## config.mk

```make
export PLATFORM = sky130hd
export DESIGN_NAME = box_overlap_best_match
export DESIGN_NICKNAME = d
export VERILOG_FILES = /design/src/rtl/bom_pkg.sv /design/src/rtl/box_overlap_best_match.sv /design/src/rtl/bom_isect.sv
export SDC_FILE = /design/constraint.sdc
export NUM_CORES = 2
export LEC_CHECK = 0
export BUFFER_PORTS_ARGS = -buffer_cell sky130_fd_sc_hd__buf_2
export CORE_UTILIZATION = 55
export CTS_BUF_LIST = sky130_fd_sc_hd__clkbuf_8
export CTS_CLUSTER_SIZE = 25
export DETAILED_ROUTE_END_ITERATION = 16
export PLACE_DENSITY = 0.72
export SLEW_MARGIN = 20
export SYNTH_ARGS = -nofsm -noshare
export SYNTH_HDL_FRONTEND = slang
export SYNTH_SLANG_ARGS = --single-unit
```

## constraint.sdc

```tcl
create_clock -name clk_i -period 14.7 [get_ports clk_i]
set_clock_uncertainty 0.05 [all_clocks]
set_input_delay 2.205 -clock clk_i [delete_from_list [all_inputs] [get_ports clk_i]]
set_output_delay 2.205 -clock clk_i [all_outputs]
set_load 0.03 [all_outputs]
```

## src/rtl/bom_pkg.sv

```systemverilog
// ----------------------------------------------------------------------------
// bom_pkg: shared types and helpers for the box overlap matcher
// Coordinate and box types, item codes, Q4.12 scaling and box geometry.
// ----------------------------------------------------------------------------
`default_nettype none

package bom_pkg;

  localparam int CoordBits = 16;
  localparam int FieldBits = 16;
  localparam int ScaleBits = 16;
  localparam int ScaleFrac = 12;
  localparam int AreaBits  = 2 * CoordBits;
  localparam int ProdBits  = CoordBits + ScaleBits;

  localparam logic [ScaleBits-1:0] ScaleOne = ScaleBits'(1 << ScaleFrac);

  typedef logic [CoordBits-1:0] coord_t;
  typedef logic [AreaBits-1:0]  area_t;
  typedef logic [ScaleBits-1:0] scale_t;
  typedef logic [FieldBits-1:0] field_t;

  typedef struct packed {
    coord_t high_y;
    coord_t right;
    coord_t low_y;
    coord_t left;
  } box_t;

  typedef struct packed {
    logic  hit;
    area_t inter;
  } isect_t;

  typedef enum logic {
    OpTruth = 1'b0,
    OpCand  = 1'b1
  } op_e;

  typedef enum logic {
    RegScaleX = 1'b0,
    RegScaleY = 1'b1
  } cfg_reg_e;

  // truncating Q4.12 scale, saturated to the coordinate range
  function automatic coord_t scale_coord(coord_t c, scale_t s);
    logic [ProdBits-1:0]           p;
    logic [ProdBits-ScaleFrac-1:0] v;
    p = ProdBits'(c) * ProdBits'(s);
    v = p[ProdBits-1:ScaleFrac];
    if (|v[ProdBits-ScaleFrac-1:CoordBits]) begin
      return '1;
    end
    return v[CoordBits-1:0];
  endfunction

  function automatic logic box_empty(box_t b);
    return (b.right <= b.left) || (b.high_y <= b.low_y);
  endfunction

  function automatic area_t box_area(box_t b);
    coord_t dx;
    coord_t dy;
    dx = b.right - b.left;
    dy = b.high_y - b.low_y;
    if (box_empty(b)) begin
      return '0;
    end
    return AreaBits'(dx) * AreaBits'(dy);
  endfunction

endpackage

`default_nettype wire

```

## src/rtl/box_overlap_best_match.sv

```systemverilog
// ----------------------------------------------------------------------------
// box_overlap_best_match: per-frame best-overlap matcher
// Scales one ground-truth box per frame and keeps the best candidate.
// ----------------------------------------------------------------------------
// One box is taken every cycle unless the intake stalls. An item passes an
// input register, a stage that holds the scaling or intersection multiplier,
// and one that holds the truth-area multiplier and the best-match compare;
// the frame result is registered at the output from that second stage.
// The intake stalls only while a frame result waits at the output and the
// next frame result is ready behind it.
`default_nettype none

module box_overlap_best_match (
  input  wire                   clk_i,
  input  wire                   rst_ni,
  input  wire                   cfg_we_i,
  input  wire                   cfg_idx_i,
  input  wire  [15:0]           cfg_wdata_i,
  input  wire                   s_axis_tvalid_i,
  output logic                  s_axis_tready_o,
  // box_left, box_top, box_right, box_bottom
  input  wire  [63:0]           s_axis_tdata_i,
  // op
  input  wire                   s_axis_tuser_i,
  input  wire                   s_axis_tlast_i,
  output logic                  m_axis_tvalid_o,
  input  wire                   m_axis_tready_i,
  // truth_left, truth_low_y, truth_right, truth_high_y,
  // best_left, best_low_y, best_right, best_high_y
  output logic [127:0]          m_axis_tdata_o,
  // has_truth, found
  output logic [1:0]            m_axis_tuser_o
);
  import bom_pkg::*;

  scale_t scale_x_q, scale_y_q;

  // input register
  logic   in_v_q, in_fe_q;
  op_e    in_op_q;
  box_t   in_cand_q;

  // persistent truth
  box_t   truth_box_q;
  logic   truth_valid_q;
  area_t  truth_area_q;

  // second stage
  logic   s1_v_q, s1_fe_q, s1_tv_q, s1_ok_q;
  op_e    s1_op_q;
  box_t   s1_cand_q, s1_tbox_q;
  area_t  s1_inter_q;

  // best match
  box_t   best_box_q;
  logic   best_valid_q;
  area_t  best_score_q;

  logic         out_v_q;
  logic [1:0]   out_user_q;
  logic [127:0] out_data_q;

  logic   adv;
  box_t   cand_in, scaled, truth_now;
  logic   tv_now;
  isect_t isect;

  logic [AreaBits+3:0] inter10, area3;
  logic   take;
  box_t   best_box_d;
  logic   best_valid_d;
  area_t  best_score_d;
  box_t   out_truth, out_best;

  assign adv = !(s1_v_q && s1_fe_q && out_v_q && !m_axis_tready_i);
  assign s_axis_tready_o = adv;

  always_comb begin
    cand_in.left   = CoordBits'(s_axis_tdata_i[15:0]);
    cand_in.high_y = CoordBits'(s_axis_tdata_i[31:16]);
    cand_in.right  = CoordBits'(s_axis_tdata_i[47:32]);
    cand_in.low_y  = CoordBits'(s_axis_tdata_i[63:48]);
  end

  // scale and swap the edges: in the input low_y holds box_bottom, high_y box_top
  always_comb begin
    scaled.left   = scale_coord(in_cand_q.left,   scale_x_q);
    scaled.low_y  = scale_coord(in_cand_q.high_y, scale_y_q);
    scaled.right  = scale_coord(in_cand_q.right,  scale_x_q);
    scaled.high_y = scale_coord(in_cand_q.low_y,  scale_y_q);
    truth_now     = (in_op_q == OpTruth) ? scaled : truth_box_q;
    tv_now        = (in_op_q == OpTruth) || truth_valid_q;
  end

  bom_isect u_isect (
    .truth_i (truth_box_q),
    .cand_i  (in_cand_q),
    .isect_o (isect)
  );

  always_ff @(posedge clk_i or negedge rst_ni) begin
    if (!rst_ni) begin
      scale_x_q <= ScaleOne;
      scale_y_q <= ScaleOne;
    end else if (cfg_we_i) begin
      unique case (cfg_reg_e'(cfg_idx_i))
        RegScaleX: scale_x_q <= cfg_wdata_i;
        RegScaleY: scale_y_q <= cfg_wdata_i;
      endcase
    end
  end

  always_ff @(posedge clk_i or negedge rst_ni) begin
    if (!rst_ni) begin
      in_v_q        <= 1'b0;
      s1_v_q        <= 1'b0;
      truth_valid_q <= 1'b0;
    end else if (adv) begin
      in_v_q <= s_axis_tvalid_i;
      s1_v_q <= in_v_q;
      if (in_v_q) begin
        truth_valid_q <= tv_now && !in_fe_q;
      end
    end
  end

  always_ff @(posedge clk_i) begin
    if (adv && s_axis_tvalid_i) begin
      in_op_q   <= op_e'(s_axis_tuser_i);
      in_fe_q   <= s_axis_tlast_i;
      in_cand_q <= cand_in;
    end
    if (adv && in_v_q) begin
      truth_box_q <= truth_now;
      s1_op_q     <= in_op_q;
      s1_fe_q     <= in_fe_q;
      s1_tv_q     <= tv_now;
      s1_tbox_q   <= truth_now;
      s1_cand_q   <= in_cand_q;
      s1_ok_q     <= (in_op_q == OpCand) && truth_valid_q && isect.hit;
      s1_inter_q  <= isect.inter;
    end
    if (adv && s1_v_q && (s1_op_q == OpTruth)) begin
      truth_area_q <= box_area(s1_tbox_q);
    end
  end

  // qualify at 0.3 of the truth area: 10 * inter >= 3 * area
  always_comb begin
    inter10 = (AreaBits+4)'(s1_inter_q) * (AreaBits+4)'(10);
    area3   = (AreaBits+4)'(truth_area_q) * (AreaBits+4)'(3);
    take    = s1_ok_q && (inter10 >= area3) &&
              (!best_valid_q || (s1_inter_q > best_score_q));
    best_box_d   = best_box_q;
    best_valid_d = best_valid_q;
    best_score_d = best_score_q;
    if (s1_op_q == OpTruth) begin
      best_valid_d = 1'b0;
    end else if (take) begin
      best_box_d   = s1_cand_q;
      best_valid_d = 1'b1;
      best_score_d = s1_inter_q;
    end
    out_truth = s1_tv_q ? s1_tbox_q : '0;
    out_best  = best_valid_d ? best_box_d : '0;
  end

  always_ff @(posedge clk_i or negedge rst_ni) begin
    if (!rst_ni) begin
      best_valid_q <= 1'b0;
      out_v_q      <= 1'b0;
    end else begin
      if (adv && s1_v_q) begin
        best_valid_q <= best_valid_d && !s1_fe_q;
      end
      if (adv && s1_v_q && s1_fe_q) begin
        out_v_q <= 1'b1;
      end else if (m_axis_tready_i) begin
        out_v_q <= 1'b0;
      end
    end
  end

  always_ff @(posedge clk_i) begin
    if (adv && s1_v_q) begin
      best_box_q   <= best_box_d;
      best_score_q <= best_score_d;
    end
    if (adv && s1_v_q && s1_fe_q) begin
      out_user_q <= {best_valid_d, s1_tv_q};
      out_data_q <= {FieldBits'(out_best.high_y),  FieldBits'(out_best.right),
                     FieldBits'(out_best.low_y),   FieldBits'(out_best.left),
                     FieldBits'(out_truth.high_y), FieldBits'(out_truth.right),
                     FieldBits'(out_truth.low_y),  FieldBits'(out_truth.left)};
    end
  end

  assign m_axis_tvalid_o = out_v_q;
  assign m_axis_tuser_o  = out_user_q;
  assign m_axis_tdata_o  = out_data_q;

  a_stall_only_on_full_out: assert property (@(posedge clk_i) disable iff (!rst_ni)
    !s_axis_tready_o |-> (m_axis_tvalid_o && !m_axis_tready_i))
    else $error("intake stalled without a blocked result");

  a_best_needs_area: assert property (@(posedge clk_i) disable iff (!rst_ni)
    best_valid_q |-> (truth_area_q != '0))
    else $error("best match held against an empty truth box");

  a_found_needs_truth: assert property (@(posedge clk_i) disable iff (!rst_ni)
    (m_axis_tvalid_o && m_axis_tuser_o[1]) |-> m_axis_tuser_o[0])
    else $error("match reported without a truth box");

  a_no_truth_zero: assert property (@(posedge clk_i) disable iff (!rst_ni)
    (m_axis_tvalid_o && !m_axis_tuser_o[0]) |-> (m_axis_tdata_o[63:0] == '0))
    else $error("truth fields not cleared");

endmodule

`default_nettype wire

```

## src/rtl/bom_isect.sv

```systemverilog
// ----------------------------------------------------------------------------
// bom_isect: candidate against ground-truth intersection
// Touching edges count as overlap; an empty box on either side never hits.
// ----------------------------------------------------------------------------
`default_nettype none

module bom_isect (
  input  bom_pkg::box_t   truth_i,
  input  bom_pkg::box_t   cand_i,
  output bom_pkg::isect_t isect_o
);
  import bom_pkg::*;

  coord_t ix1, ix2, iy1, iy2;
  coord_t dx, dy;
  logic   apart;

  always_comb begin
    ix1   = (truth_i.left   > cand_i.left)   ? truth_i.left   : cand_i.left;
    ix2   = (truth_i.right  < cand_i.right)  ? truth_i.right  : cand_i.right;
    iy1   = (truth_i.low_y  > cand_i.low_y)  ? truth_i.low_y  : cand_i.low_y;
    iy2   = (truth_i.high_y < cand_i.high_y) ? truth_i.high_y : cand_i.high_y;
    dx    = ix2 - ix1;
    dy    = iy2 - iy1;
    apart = (truth_i.left > cand_i.right) || (cand_i.left > truth_i.right) ||
            (truth_i.low_y > cand_i.high_y) || (cand_i.low_y > truth_i.high_y);
    isect_o.hit   = !box_empty(truth_i) && !box_empty(cand_i) && !apart;
    isect_o.inter = AreaBits'(dx) * AreaBits'(dy);
  end

endmodule

`default_nettype wire
```

Word-level counts from Yosys, hierarchy flattened:

Index checks and enable logic that the tools add are counted.

* multiply operators: 8
* bitwise operators: 4
* $add $sub $neg: 4
* order comparisons: 14
* reduce and logical (&&, ||, !) cells: 41
* mux-type cells: 27

Operators by type and width (count)
* multiplier 16 x 16 -> 32 bit: 6
* two-way mux 16 bit: 12
* two-way mux 64 bit: 3
* greater-than comparator 16 bit: 6
* <= comparator 16 bit: 4
* two-way mux 32 bit: 2
* subtractor 16 bit: 4
* >= comparator 36 x 34 -> 1 bit: 1
* multiplier 32 x 3 -> 35 bit, second input constant: 1
* multiplier 32 x 2 -> 34 bit, second input constant: 1
* greater-than comparator 32 bit: 1
* less-than comparator 16 bit: 2
* logical AND 1 bit: 16
* OR reduction 4 bit: 4
* two-way mux 1 bit: 10
* logical NOT 1 bit: 8
* AND reduction 2 bit: 4
* logical OR 1 bit: 7
* NOT 1 bit: 4
* AND reduction 3 bit: 1
* nonzero test 2 bit: 1

* bits of input ports: 88
* output and inout port bits: 132
* register bits after elaboration: 525

Longest topological paths before layout:

* depth in word-level cells: 8
* depth in mapped cells: 51
* depth with buffers taken out: 46

Cells and area by module:

Synthesis repeated with hierarchy kept, for this count alone.

* cells, all modules: 8395
* area total of the unflattened synthesis: 79985.5 um^2

By module, submodules not included
* box_overlap_best_match: instances 1, area each 65172.5 um^2, cells an instance 6545
* bom_isect: instances 1, area each 14813.0 um^2, cells an instance 1850

Worst setup path after synthesis:

Ideal clock, no wire load.

* kind: register to register
* start: register in_cand_q[9] (netlist bit)
* end: register s1_inter_q[30], data pin
* setup slack: 3.937 ns
* period minus slack after synthesis: 10.763 ns
* path buffers: 5
* arrival time: 10.455 ns
* cell stages (with the launch flop): 49
* setup time: 0.258 ns
* cells stage by stage: edfxtp_1 clkbuf_1 clkbuf_1 inv_1 ha_1 a21o_1 a21o_1 a21oi_1 o21ai_0 o21a_1 o21ai_0 a31oi_1 buf_1 clkbuf_1 o21ai_0 ha_1 fa_1 nor2b_1 [13 not listed] fa_1 fa_1 fa_1 inv_1 fa_1 inv_1 ha_1 a21o_1 a21oi_1 o21bai_1 a21o_1 a21oi_1 o21ai_0 a221oi_1 a311oi_1 a21o_1 a21oi_1 xnor2_1

RTL lines
* from (decl): line box_overlap_best_match.sv:41 `box_t in_cand_q;`
* from (signal assigned): line box_overlap_best_match.sv:131 `in_cand_q <= cand_in;`
* to (signal assigned): line box_overlap_best_match.sv:141 `s1_inter_q <= isect.inter;`
* to (decl): line box_overlap_best_match.sv:52 `area_t s1_inter_q;`

==> metrics.md <==
| Metric | Value |
|---|---|
| Hold Vio Cnt, Final | `0` |
| Layout cells sized above 1 | `8.19%` |
| Synth Area per Inst | `~9.7 um^2` |
| Post-synthesis async set-or-reset flop share | `7.05%` |
| Synthesized area | `~0.079 mm^2` |
| CP top delay family | `compound AO/OA/AOI/OAI gates` |
| Root buffer cell | `clkbuf_8` |
| Cell repeated most along the worst path | `fa_1` |
| Final GP Congestion | `just under 1` |
| GR Util All Layers | `between 30% and 40%` |
| Post-layout util | `about three fifths` |
| Vias in the first global route | `roughly 62,000` |
| Initial antenna violation count | `10` |
| Synth Register Bits | `525` |
| Least-Margin Pin Slew | `~1200 ps` |
| Hold Startpoint | `in_cand_q[20]` |
| Yosys warns | `0` |
| Min Tclk post-route | `around 12,000 ps` |
| Via count | `around 59,000` |
| Post-DP HPWL | `173,000 um` |
| Routed vias/inst | `5.69` |
| CP Launch Type | `register` |
| First-pass GRT wire length | `about 350,000 um` |
| Post-synth EDFFs | `roughly 490` |
| Period utilisation layout | `a little over four fifths` |
| R2R setup slack | `around 2300 ps` |
| Fin Hold WS | `between 400 and 500 ps` |
| Reg2Reg Capture Point | `s1_inter_q[30]` |
| Fmax | `80.8 MHz` |
| RSZ-0062 raised after global routing | `false` |
| Area growth, synth to finish | `7.36%` |
| Max clock buf depth | `3` |
| CP max stage delay | `around 830 ps` |
| First-pass detailed-route iteration total | `6` |
| Slew HR | `a little over a fifth` |
| CP bufs+invs | `5` |
| Critical path capture point type | `register` |
| Initial Utilization | `approximately 56%` |
| Number of gates resized after CTS | `0` |
| Setup_tns | `0 ps` |
| Cts hold-fix bufs | `0` |
| Worst skew pair latency | `920 ps` |
| Die area | `0.145 mm^2` |
| Reg clk slew, reported paths | `70 ps` |
| WL final | `around 230,000 um` |
| Num rows | `between 100 and 150` |
| WHS Endpoint | `s1_cand_q[20]` |
| Cell count after synthesis | `roughly 8,100` |
| Pin count of the biggest net entering global routing | `66` |
| Status | `complete, no violations` |
| Clock Sinks | `525` |
| Chip height | `between 300 and 400 um` |
| Worst hold path type | `reg2reg` |
| Setup CP Type | `reg2reg` |
| FF-to-FF path depth | `43` |
| Mapped Nets | `10,400` |
| Register area share after synthesis | `19.7%` |
| R2r startpoint | `in_cand_q[52]` |
| DRC viols | `0` |
| Setup violators final | `0` |
| Worst endpoint required time | `~15,000 ps` |
| Total grt overflow | `0` |
| IO buf count | `219` |
| Max Slew Vio Count | `0` |
| I/O pin cnt | `220` |
| Cts bufs inserted | `96` |
| DIE WIDTH | `381 um` |
| Layout Nets | `about 11,000` |
| Arr. time, crit path | `roughly 13,000 ps` |
| Crit path max fanout | `29` |
| WL/cell | `21.9 um` |
| CTS tree | `done` |
| Post-DRT Antenna Nets | `0` |
| 1st-iter DRT viols | `4,261` |
| Slowest stage cell, crit path | `o31ai_4` |
| Hold Path Cell Cnt | `0` |
| Core area | `around 0.14 mm^2` |
| Max-cap viol count | `0` |
| H-tree depth | `3` |
| Netlist cell types | `89` |
| Post-CTS Setup Bufs | `0` |
| Main synth FF type | `edfxtp_1` |
## Yosys cell counts (all sizes together) (5+ instances only)
cell	instances	area (um^2)
mux2i	22	220
nor4	9	56.3
xnor2	149	1310
xor2	111	972
a21oi	257	1310
o21bai	25	188
o21a	39	293
a211oi	23	173
nor3b	5	42.5
a31o	11	96.3
and2	493	3090
a21o	154	1160
o22ai	7	43.8
nor2b	70	438
a22o	64	561
o2111ai	6	52.6
nor3	42	210
or2	18	113
a2111oi	9	104
a221oi	9	91.3
fa	1166	23300
mux2	97	1260
and4	7	61.3
or3	6	37.5
inv	1570	5890
a31oi	23	144
buf	32	246
nor2	379	1420
ha	989	12400
clkbuf	251	943
nand3	92	460
o211ai	14	120
edfxtp	488	14700
nand2b	100	626
nand2	992	3720
a211o	8	70.1
a21boi	10	78.8
o21ai	186	931
o211a	5	50.1
o31ai	13	97.6
nand4	64	400
and3	19	124
dfrtp	35	876
o31a	7	61.3
a41o	5	50.1
## worst reg2reg max path: cells and delay by family (launching register included)
family | cells | cell delay [ps]
AO/OA/AOI/OAI | 24 | 5620
XOR/XNOR | 2 | 880
adder cells (fa/ha/maj) | 9 | 3920
buffers and inverters | 5 | 630
flip-flops | 1 | 330
multiplexers | 1 | 410
AND/OR/NAND/NOR | 2 | 250
## flip-flops by register name (all words and copies together), names as in the netlist, 32 cells and up
register,flops
best_box_q,64
s1_inter_q,32
s1_tbox_q,64
m_axis_tdata_o,128
truth_area_q,32
in_cand_q,64
best_score_q,32
s1_cand_q,64
## worst max-delay path by stage
stage                             start        endpoint  slack [ps]  cells past startpoint
after global routing      in_cand_q[52]  s1_inter_q[30]        1470                     43
after global placement    in_cand_q[52]  s1_inter_q[30]        2740                     43
after CTS                 in_cand_q[52]  s1_inter_q[30]        2490                     43
final                     in_cand_q[52]  s1_inter_q[30]        2320                     43
after detailed placement  in_cand_q[52]  s1_inter_q[30]        2540                     43
after floorplan            in_cand_q[9]  s1_inter_q[30]        3940                     48
## logic make-up (layout without fill, tap and decap cells)
kind of cell | Yosys count | count (layout) | synth area share [%]
adder cells (fa/ha/maj) | 2155 | 2155 | 45.2
multiplexers | 119 | 119 | 1.88
AND/OR/NAND/NOR | 2307 | 2307 | 13.8
flip-flops | 525 | 525 | 19.7
AO/OA/AOI/OAI | 908 | 908 | 7.59
buffers and inverters | 1854 | 2126 | 8.97
other | 0 | 3 | 0
XOR/XNOR | 260 | 260 | 2.88
## cells in the final DEF, fill, tap and decap left out, drive strengths merged, types with 10 or more instances in the layout
master / synthesis / layout
clkinv: 1 / 39
mux2i: 22 / 22
nand3: 92 / 92
buf: 32 / 377
nor3: 42 / 42
a31oi: 23 / 23
a21o: 154 / 154
dfrtp: 35 / 35
ha: 989 / 989
a22o: 64 / 64
o21ai: 186 / 186
a21oi: 257 / 257
o31ai: 13 / 13
bufinv: 0 / 12
a211oi: 23 / 23
o211ai: 14 / 14
a21boi: 10 / 10
fa: 1166 / 1166
o21a: 39 / 39
clkbuf: 251 / 100
edfxtp: 488 / 488
nand2b: 100 / 100
and3: 19 / 19
o21bai: 25 / 25
xor2: 111 / 111
inv: 1570 / 1596
nor2b: 70 / 70
nor2: 379 / 379
mux2: 97 / 97
or2: 18 / 18
nand2: 992 / 992
and2: 493 / 493
a31o: 11 / 11
xnor2: 149 / 149
nand4: 64 / 64
## through the flow
stage | instances | instance area (um^2) | setup slack, ps
2_1_floorplan | 8128 | 79000 | 3940
3_3_place_gp | 10100 | 82600 | 2740
3_5_place_dp | 10100 | 82600 | 2540
4_1_cts | 10300 | 84800 | 2490
5_1_grt | 10300 | 84900 | 1470
6_report | 10300 | 84900 | 2320
## per-layer routing
layer	part of all wire, %	vias to the layer above	global-route usage [%]
li1	-	26200	-
met1	41	29400	41.9
met2	47	2387	51.5
met3	8.3	514	5.89
met4	3.9	8	11.9
met5	0.027	-	0
## area by class of cell
| class | count | area [um^2] |
|---|---|---|
| fillers | 12100 | 57200 |
| multi-input cells | 5749 | 56600 |
| flip-flops and latches | 525 | 15600 |
| inverters | 1571 | 5900 |
| well taps | 1890 | 2360 |
| repair buffers | 377 | 2290 |
| clock buffers | 100 | 1380 |
| clock inverters | 78 | 786 |
| diodes | 3 | 7.51 |
Power is not shown: default switching activity piles up to over one toggle a cycle in this logic, so the estimate is an artifact.
